File: src/design/ffba_pkg.sv
// shared types and codes for the first fit block allocator
// no dependencies
package ffba_pkg;

  localparam logic CMD_ALLOC = 1'b0;
  localparam logic CMD_FREE  = 1'b1;

  localparam logic [1:0] ST_OK      = 2'd0;
  localparam logic [1:0] ST_NO_FIT  = 2'd1;
  localparam logic [1:0] ST_UNKNOWN = 2'd2;

  typedef enum logic [2:0] {
    OP_HOLD,
    OP_TOK_START,
    OP_TOK_RIGHT,
    OP_ALLOC_WHOLE,
    OP_ALLOC_SPLIT,
    OP_ABSORB_RIGHT,
    OP_ABSORB_LEFT,
    OP_RELEASE
  } cell_op_t;

  typedef struct packed {
    logic tok;
    logic fit;
    logic split_ok;
    logic free_hit;
    logic valid;
    logic r_free;
    logic l_free;
  } cell_flags_t;

endpackage

File: src/design/ffba_cell.sv
// one table entry of the allocator chain, with scan token and neighbor shifts
// depends on ffba_pkg
module ffba_cell import ffba_pkg::*; #(
  parameter int ARENA_BYTES  = 16384,
  parameter int HEADER_BYTES = 32,
  parameter int IDX          = 0,
  localparam int SW = $clog2(ARENA_BYTES),
  localparam int LW = $clog2(ARENA_BYTES + 1),
  localparam int AW = ((LW > 15) ? LW : 15) + 2
) (
  input  logic          clk,
  input  logic          rst,
  input  cell_op_t      op,
  input  logic [AW-1:0] size,
  input  logic [AW-1:0] offset,
  input  logic [SW-1:0] l_start,
  input  logic [LW-1:0] l_len,
  input  logic          l_used,
  input  logic          l_valid,
  input  logic          l_tok,
  input  logic [SW-1:0] r_start,
  input  logic [LW-1:0] r_len,
  input  logic          r_used,
  input  logic          r_valid,
  input  logic          r_tok,
  output logic [SW-1:0] start,
  output logic [LW-1:0] len,
  output logic          used,
  output logic          valid,
  output logic          tok,
  output cell_flags_t   flags
);

  localparam logic [AW-1:0] HDR = AW'(HEADER_BYTES);

  logic          ahead;
  logic [AW-1:0] need;
  logic [AW-1:0] rem_start;
  logic [AW-1:0] rem_len;
  logic [AW-1:0] own_span;
  logic [AW-1:0] right_span;

  assign need       = size + HDR;
  assign rem_start  = AW'(l_start) + size + HDR;
  assign rem_len    = AW'(l_len) - HDR - size;
  assign right_span = AW'(r_start) + AW'(r_len) - AW'(start);
  assign own_span   = right_span;

  assign flags.tok      = tok;
  assign flags.valid    = tok & valid;
  assign flags.fit      = tok & valid & ~used & (AW'(len) > need);
  assign flags.split_ok = tok & (AW'(len) > need + HDR);
  assign flags.free_hit = tok & valid & used & (AW'(start) == offset);
  assign flags.r_free   = tok & r_valid & ~r_used;
  assign flags.l_free   = tok & l_valid & ~l_used;

  always_ff @(posedge clk) begin
    if (rst) begin
      valid <= (IDX == 0);
      used  <= 1'b0;
      tok   <= 1'b0;
      ahead <= 1'b0;
      start <= (IDX == 0) ? SW'(HEADER_BYTES) : '0;
      len   <= (IDX == 0) ? LW'(ARENA_BYTES - HEADER_BYTES) : '0;
    end else begin
      unique case (op)
        OP_HOLD: begin
        end
        OP_TOK_START: begin
          tok   <= (IDX == 0);
          ahead <= (IDX != 0);
        end
        OP_TOK_RIGHT: begin
          tok   <= l_tok;
          ahead <= ahead & ~l_tok;
        end
        OP_ALLOC_WHOLE: begin
          if (tok) used <= 1'b1;
        end
        OP_ALLOC_SPLIT: begin
          if (tok) begin
            len  <= LW'(size);
            used <= 1'b1;
          end else if (l_tok) begin
            start <= SW'(rem_start);
            len   <= LW'(rem_len);
            used  <= 1'b0;
            valid <= 1'b1;
          end else if (ahead) begin
            start <= l_start;
            len   <= l_len;
            used  <= l_used;
            valid <= l_valid;
          end
        end
        OP_ABSORB_RIGHT: begin
          if (tok) begin
            len <= LW'(own_span);
          end else if (ahead) begin
            start <= r_start;
            len   <= r_len;
            used  <= r_used;
            valid <= r_valid;
          end
        end
        OP_ABSORB_LEFT: begin
          if (r_tok) begin
            len   <= LW'(right_span);
            tok   <= 1'b1;
            ahead <= 1'b0;
          end else if (tok | ahead) begin
            start <= r_start;
            len   <= r_len;
            used  <= r_used;
            valid <= r_valid;
            tok   <= 1'b0;
            ahead <= 1'b1;
          end
        end
        OP_RELEASE: begin
          if (tok) used <= 1'b0;
        end
        default: begin
        end
      endcase
    end
  end

endmodule

File: config.mk
export PLATFORM = sky130hd
export DESIGN_NAME = ffba_cell
export DESIGN_NICKNAME = d
export VERILOG_FILES = /design/src/design/ffba_pkg.sv /design/src/design/ffba_cell.sv
export SDC_FILE = /design/constraint.sdc
export NUM_CORES = 1
export LEC_CHECK = 0
export BUFFER_PORTS_ARGS = -buffer_cell sky130_fd_sc_hd__buf_2
export CAP_MARGIN = 25
export CORE_UTILIZATION = 57
export CTS_BUF_LIST = sky130_fd_sc_hd__clkbuf_2 sky130_fd_sc_hd__clkbuf_4 sky130_fd_sc_hd__clkbuf_8
export DETAILED_ROUTE_END_ITERATION = 10
export PLACE_DENSITY = 0.84
export SETUP_SLACK_MARGIN = 0.05
export SYNTH_ARGS = -nofsm -noshare
export SYNTH_HDL_FRONTEND = slang
export SYNTH_SLANG_ARGS = --single-unit
File: constraint.sdc
create_clock -name clk -period 5 [get_ports clk]
set_input_delay 1 -clock clk [delete_from_list [all_inputs] [get_ports clk]]
set_output_delay 1 -clock clk [all_outputs]
set_load 0.01 [all_outputs]
* Word-level counts from Yosys, hierarchy flattened
Index checks and enable logic that the tools add are counted.
W data, S select, Z words.
** Storage, ports and cells
- Register bits :: 33
- Input port bits :: 103
- Output and inout bits :: 39
- Word-level logic and storage cells :: 98
** Cells by class
- $add $sub $neg :: 8
- $lt $le $gt $ge :: 2
- Equality and inequality tests :: 19
- Muxes and demuxes :: 40
- Bitwise logic cells :: 16
- Reduce and logical (&&, ||, !) cells :: 7
** Operators with widths (number)
- $mux W15 :: 7
- $mux W14 :: 7
- $pmux W15 S3 :: 1
- $pmux W14 S3 :: 1
- $add A17 B6 Y17 const B :: 2
- $gt A15 B17 Y1 :: 2
- $mux W1 :: 20
- $eq A14 B17 Y1 :: 1
- $add A14 B15 Y15 :: 1
- $sub A15 B14 Y15 :: 1
- $sub A15 B15 Y15 :: 1
- $sub A15 B6 Y15 const B :: 1
- $add A14 B14 Y14 :: 1
- $add A14 B6 Y14 const B :: 1
- $ne A2 B2 Y1 const B :: 7
- $eq A3 B3 Y1 const B :: 4
- $and A1 B1 Y1 :: 11
- $ne A3 B3 Y1 const B :: 3
- $pmux W1 S3 :: 3
- $reduce_and A8 Y1 :: 1
- $reduce_and A7 Y1 :: 1
- $eq A3 B2 Y1 const B :: 2
- $reduce_bool A3 Y1 :: 2
- $pmux W1 S5 :: 1
- 7 further kinds :: 10

* Logic depth before layout (Yosys ltp)
Gate-level depths: netlist (run 1).
- Depth after elaboration :: 5
- Mapped depth :: 13
- Mapped depth without buffers :: 13

* Worst setup path before layout (run 1)
Ideal clock, no wire load.
- Path type :: input -> output
- Start point :: input port size[5]
- End point :: output port flags[4] (netlist bit)
- Arrival :: 3.374 ns
- Data required time :: 4.000 ns
- Path slack :: 0.626 ns
- Stages :: 12
- Path buffers :: 0
- Path through :: inv_1 -> ha_1 -> nor3_1 -> nand4b_1 -> nor4_4 -> xnor2_1 -> ha_1 -> nand4_1 -> or2_2 -> o21ai_0 -> o311ai_0 -> a21oi_1
** RTL lines
- start: declaration :: line ffba_cell.sv:14 : input logic [AW-1:0] size,
- end: declaration :: line ffba_cell.sv:31 : output cell_flags_t flags

==> results.py, run 1 <==
metrics = {
    "outcome": {
        "status": "finished, final reports clean",
    },
    "routing": {
        "first_pass_iters": 5,
        "postRouteAntennaNets": 0,
        "drcViolationCount": 0,
        "wl_met1_mm": 7.77,
        "wire_per_inst_um": 17.2,
        "drt_iter0_markers": 395,
        "vias_per_cell": 6.05,
        "wl_mm": 18.7,
        "dr_total_vias": 6543,
        "dr_wl_met3_mm": 1.51,
        "highest_layer": "met4",
        "wl_met2_mm": 8.60,
    },
    "setup_path": {
        "critical_path.cell_chain": "clkbuf_4 -> ha_1 -> nand4_1 -> xor2_2 -> nand4b_1 -> nor4_4 -> xnor2_1 -> ha_1 -> nand4_1 -> or2_2 -> o21ai_1 -> o311ai_0 -> a21oi_1 -> buf_2",
        "path_delay_family": "simple AND/OR/NAND/NOR gates",
        "max_stage_delay_ns": 0.32,
        "path_buf_inv": 2,
        "critPathKind": "primary input to output pin",
        "cp_data_arrival_time_ns": 3.77,
        "crit_path_top_delay_cell": "nand4b_1",
        "crit_fanout": 6,
        "end_kind": "output pin",
        "cp_data_required_time_ns": 4.00,
        "start_kind": "primary input",
    },
    "synth": {
        "avgSynthCellArea_um2": 7.43,
        "ys.flop_type": "dfxtp_1",
        "yosys_register_bits": 33,
        "synth_edf_count": 0,
        "yosys-top-cells-area": "ha_1, dfxtp_1, inv_1",
        "ys_warn_count": 0,
        "synth_nets": 1035,
        "ys_types": 75,
        "async_flop_share": 0,
        "yosys.area.top_type": "ha_1",
        "synth_area_um2": 6120,
        "syn_inst": 823,
        "ys_seq_area_frac": 0.108,
        "synth_top_cell_area_share": 0.190,
    },
    "cts": {
        "numClockSinks": 33,
        "h-tree-depth": 2,
        "ctsRootBufferMaster": "clkbuf_8",
        "cts_inserted_buffers": 5,
        "clock_path_buffers": 2,
        "clk_pin_slew_ns": 0.07,
        "clock_latency_ns": 0.30,
        "hold_buffers": 0,
        "cts_tree": "yes",
    },
    "timing": {
        "worst_slew_pin_slew_ns": 0.970,
        "rsz0062_at_grt": "false",
        "fin_crit_ns": 4.77,
        "clock_skew_ns": 0.00472,
        "fmax_ghz": 0.210,
        "final_max_slew_viol_count": 0,
        "finalSetupTns_ns": 0,
        "relSlewSlack": 0.354,
        "period_share": 0.954,
        "finalHoldViolations": 0,
        "setup_viol": 0,
    },
    "finish": {
        "syn2layout_area_growth_pct": 14.9,
        "drive_gt1_frac": 0.190,
        "nets": 1157,
        "final_cells": 1082,
        "nFillCells": 966,
    },
    "floorplan": {
        "ios": 142,
        "core_area_um2": 10400,
        "die_width_um": 106,
        "fp.dieArea_um2": 11100,
        "die_h_um": 106,
        "start_util": 0.590,
        "rows": 37,
    },
    "grt": {
        "antenna_found_initial": 1,
        "grt_pass1_wl_mm": 29.3,
        "grt_max_degree": 45,
        "track_usage": 0.334,
        "grt_pass1_vias": 5985,
        "overflow": 0,
    },
    "place": {
        "io_buffers": 141,
        "hpwl_mm": 15.3,
        "gp_congestion": 0.997,
        "placed_cells": 1073,
    },
    "power": {
        "powerDensity_nw_per_um2": 207,
        "p_leak_nw": 3.44,
        "ir_drop_uv": 112,
    },
    "flow_run": {
        "cap_viol_max_count": 0,
    },
    "worst_hold_path": {
        "hp-class": "flip-flop to flip-flop",
    },
}
==> cells in the mapped netlist (4+ instances only) <==
| library cell | number |
|---|---|
| clkbuf_1 | 15 |
| nand4_1 | 13 |
| and3_1 | 7 |
| inv_1 | 106 |
| o211ai_1 | 8 |
| a31oi_1 | 8 |
| and2_1 | 4 |
| buf_4 | 4 |
| xor2_1 | 20 |
| nand3_1 | 15 |
| xnor2_1 | 35 |
| a221o_1 | 5 |
| buf_2 | 9 |
| nor2_1 | 72 |
| buf_1 | 4 |
| o22ai_1 | 4 |
| nor3_1 | 27 |
| mux2i_1 | 13 |
| a211oi_1 | 28 |
| nand2b_1 | 12 |
| a221oi_1 | 7 |
| a21oi_1 | 75 |
| ha_1 | 93 |
| o21a_1 | 8 |
| o21ai_1 | 8 |
| a21o_1 | 16 |
| nor2b_1 | 6 |
| a211o_1 | 4 |
| o21ai_0 | 32 |
| dfxtp_1 | 33 |
| fa_1 | 16 |
| xor2_2 | 4 |
| nand2_1 | 48 |
==> state kept, by name, indices dropped and copies added, names as in the netlist <==
register / count
ahead: 1
len: 15
start: 14
tok: 1
used: 1
valid: 1
==> where the power goes <==
group | leakage (nW) | internal (mW) | switching [mW]
sequential | 0.270 | 0.284 | 0.0358
combinational | 3.12 | 0.385 | 0.524
clock | 0.0477 | 0.115 | 0.108
total | 3.44 | 0.784 | 0.667
==> layer usage <==
layer  track usage  vias up
met5             0        -
met1         0.417     2998
li1              -     3175
met2         0.558      313
met3        0.0594       57
met4         0.156        0
==> layout by cell type, fill, tap and decap left out, types with 28 or more instances in the layout <==
cell type,Yosys,routed
buf_2,9,139
inv_1,106,105
ha_1,93,91
a21oi_1,75,75
nor2_1,72,72
nand2_1,48,48
xnor2_1,35,35
dfxtp_1,33,33
o21ai_0,32,31
a211oi_1,28,28
==> what timing repair did <==
| action | 4_1_cts | 5_1_grt |
|---|---|---|
| buffers inserted | 0 | 1 |
| setup endpoints to repair | 0 | 1 |
| resized for setup | 0 | 9 |
==> logic make-up (layout without fill, tap and decap cells) <==
group                      Yosys count  count (layout)  share of synthesized area
AOI/OAI and AO/OA                  240             240                      0.258
and+or+nand+nor                    225             225                      0.182
buffers and inverters              140             262                     0.0908
adders and majority gates          109             109                      0.243
xor gates and xnor gates            60              60                     0.0921
DFF                                 33              33                      0.108
muxes                               16              16                     0.0268
other                                0               1                          0
==> layout make-up <==
class / count / area (um2) / share of cell area
multi-input combinational: 650 / 4940 / 0.703
timing repair buffer: 148 / 763 / 0.109
clock buffer: 7 / 90.1 / 0.0128
inverter: 107 / 402 / 0.0572
tap: 136 / 170 / 0.0242
sequential: 33 / 661 / 0.0941
antenna: 1 / 2.50 / 0.000356
==> final timing paths <==
check,from,end,slack (ns),cells past startpoint
setup / recovery,size[6],flags[4],0.23,14
hold / removal,valid,valid,0.51,1
setup reg to reg,start[0],len[12],2.02,12
hold reg to reg,valid,valid,0.51,1
==> metrics by stage <==
step	total power, mW	area [um2]	worst slack, ns	util	hold WS (ns)
final	1.45	7020	0.228	0.677	0.509
after global routing	1.56	7020	0.0497	0.677	0.542
after CTS	1.43	6970	0.0854	0.672	0.499
after detailed placement	1.21	6880	0.101	0.664	0.481
after global placement	1.19	6880	0.206	0.664	0.471
after floorplan	0.965	6120	0.626	-	0.523
Note: power is estimated with default switching activity, not from simulation.
==> run 2, diff against run 1 <==
==> constraint.sdc (replaced) <==
create_clock -name clk -period 5 [get_ports clk]
set_input_delay 0.25 -clock clk [delete_from_list [all_inputs] [get_ports clk]]
set_output_delay 0.25 -clock clk [all_outputs]
set_load 0.01 [all_outputs]
==> results.py, run 2 (same netlist as run 1, synthesis figures left out) <==
metrics = {
    "cts": {
        "clock_latency_ns": 0.30,
        "clk_pin_slew_ns": 0.08,
        "cts_inserted_buffers": 5,
        "cts_resized": 0,
        "cts_tree": "yes",
        "post-cts-setup-buffer-count": 0,
        "ctsRootBufferMaster": "clkbuf_8",
        "hold_buffers": 0,
        "h-tree-depth": 2,
        "clock_path_buffers": 2,
        "numClockSinks": 33,
    },
    "power": {
        "p_leak_nw": 3.43,
        "powerDensity_nw_per_um2": 207,
        "ir_drop_uv": 132,
    },
    "timing": {
        "worst_slew_pin_slew_ns": 0.966,
        "rsz0062_at_grt": "false",
        "relSlewSlack": 0.356,
        "setup_viol": 0,
        "final_max_slew_viol_count": 0,
        "hold_ws_ns": 0.290,
        "clock_skew_ns": 0.00498,
        "period_share": 0.702,
        "fin_crit_ns": 3.51,
        "finalSetupTns_ns": 0,
        "finalHoldViolations": 0,
        "fmax_ghz": 0.285,
    },
    "floorplan": {
        "core_area_um2": 10400,
        "start_util": 0.590,
        "die_h_um": 106,
        "die_width_um": 106,
        "ios": 142,
        "fp.dieArea_um2": 11100,
        "rows": 37,
    },
    "place": {
        "io_buffers": 141,
        "gp_congestion": 0.966,
        "hpwl_mm": 15.0,
    },
    "finish": {
        "regMostFlops": "len",
        "largest_registers": "len (15), start (14)",
        "final_cell_mix": "buf_2, inv_1, ha_1",
        "drive_gt1_frac": 0.184,
        "syn2layout_area_growth_pct": 13.9,
        "largest_register_ffs": 15,
        "nFillCells": 945,
        "nets": 1155,
        "final_common_cell": "buf_2",
    },
    "grt": {
        "track_usage": 0.335,
        "grt_pass1_vias": 6124,
        "antenna_found_initial": 1,
        "grt_pass1_wl_mm": 29.6,
        "grt_max_degree": 42,
        "overflow": 0,
    },
    "worst_hold_path": {
        "hp-class": "primary input to flip-flop",
        "hold_start": "l_start[13]",
    },
    "routing": {
        "postRouteAntennaNets": 0,
        "drcViolationCount": 0,
        "first_pass_iters": 5,
        "vias_per_cell": 6.06,
        "wl_mm": 18.5,
        "dr_total_vias": 6554,
        "wire_per_inst_um": 17.1,
        "drt_iter0_markers": 416,
    },
    "setup_path": {
        "startpoint": "size[5]",
        "cp_data_arrival_time_ns": 3.26,
        "end_kind": "output pin",
        "rr_startpoint": "tok",
        "cp_data_required_time_ns": 4.75,
        "start_kind": "primary input",
        "crit_fanout": 8,
        "critPathKind": "primary input to output pin",
    },
    "outcome": {
        "status": "finished, final reports clean",
    },
    "flow_run": {
        "cap_viol_max_count": 0,
    },
}
run 2: cell types whose count changed in the layout (fill, tap and decap cells not counted), moves of 2 or more:
| cell | before | now |
|---|---|---|
| buf_2 | 139 | 141 |
| buf_4 | 7 | 5 |
| clkbuf_4 | 3 | 1 |
| clkinv_2 | 0 | 2 |
| ha_1 | 91 | 93 |
run 2: power by group:
part           internal [mW]  total [mW]  switching, mW  leakage (nW)
sequential             0.284       0.314         0.0299         0.270
combinational          0.382       0.905          0.524          3.11
clock                  0.102       0.221          0.119        0.0484
total                  0.768        1.44          0.673          3.43
run 2: cell type report:
| class | count | area, um2 | area share |
|---|---|---|---|
| multi-input cells | 650 | 4900 | 0.703 |
| repair buffers | 146 | 743 | 0.107 |
| flip-flops and latches | 33 | 661 | 0.0948 |
| inverters | 107 | 402 | 0.0577 |
| well taps | 136 | 170 | 0.0244 |
| clock buffers | 6 | 76.3 | 0.0110 |
| clock inverters | 2 | 10.0 | 0.00144 |
| diodes | 2 | 5.00 | 0.000718 |
run 2: critical path: stages:
cell      delay (ns)
buf_2           0.18
inv_1           0.13
ha_1            0.36
nor3_1          0.38
nand4b_1        0.30
nor4_4          0.26
xnor2_1         0.11
ha_1            0.30
nand4_1         0.09
or2_2           0.28
o21ai_0         0.16
o311ai_0        0.15
a21oi_1         0.16
buf_2           0.14
run 2: per-layer routing:
metal	GRT usage	vias up	part of all wire
met5	0	-	0
met3	0.0519	61	0.093
met2	0.557	341	0.45
met1	0.428	2971	0.41
met4	0.146	0	0.043
li1	-	3181	-
run 2: path summary, 6_finish.rpt:
path	endpoint	slack (ns)	cells after the start
worst max-delay path	flags[4]	1.49	14
worst min-delay path	start[13]	0.29	3
worst max register to register	start[10]	1.87	9
worst min register to register	valid	0.51	1
run 2: metrics by stage:
| step | instance area [um2] | util | setup WS [ns] | instances | power (mW) |
|---|---|---|---|---|---|
| after floorplan | 6120 | - | 2.13 | 823 | 0.965 |
| after global placement | 6870 | 0.662 | 1.62 | 1071 | 1.19 |
| after detailed placement | 6870 | 0.662 | 1.56 | 1071 | 1.20 |
| after CTS | 6950 | 0.671 | 1.56 | 1079 | 1.42 |
| after global routing | 6960 | 0.672 | 1.08 | 1081 | 1.55 |
| final | 6970 | 0.672 | 1.49 | 1082 | 1.44 |
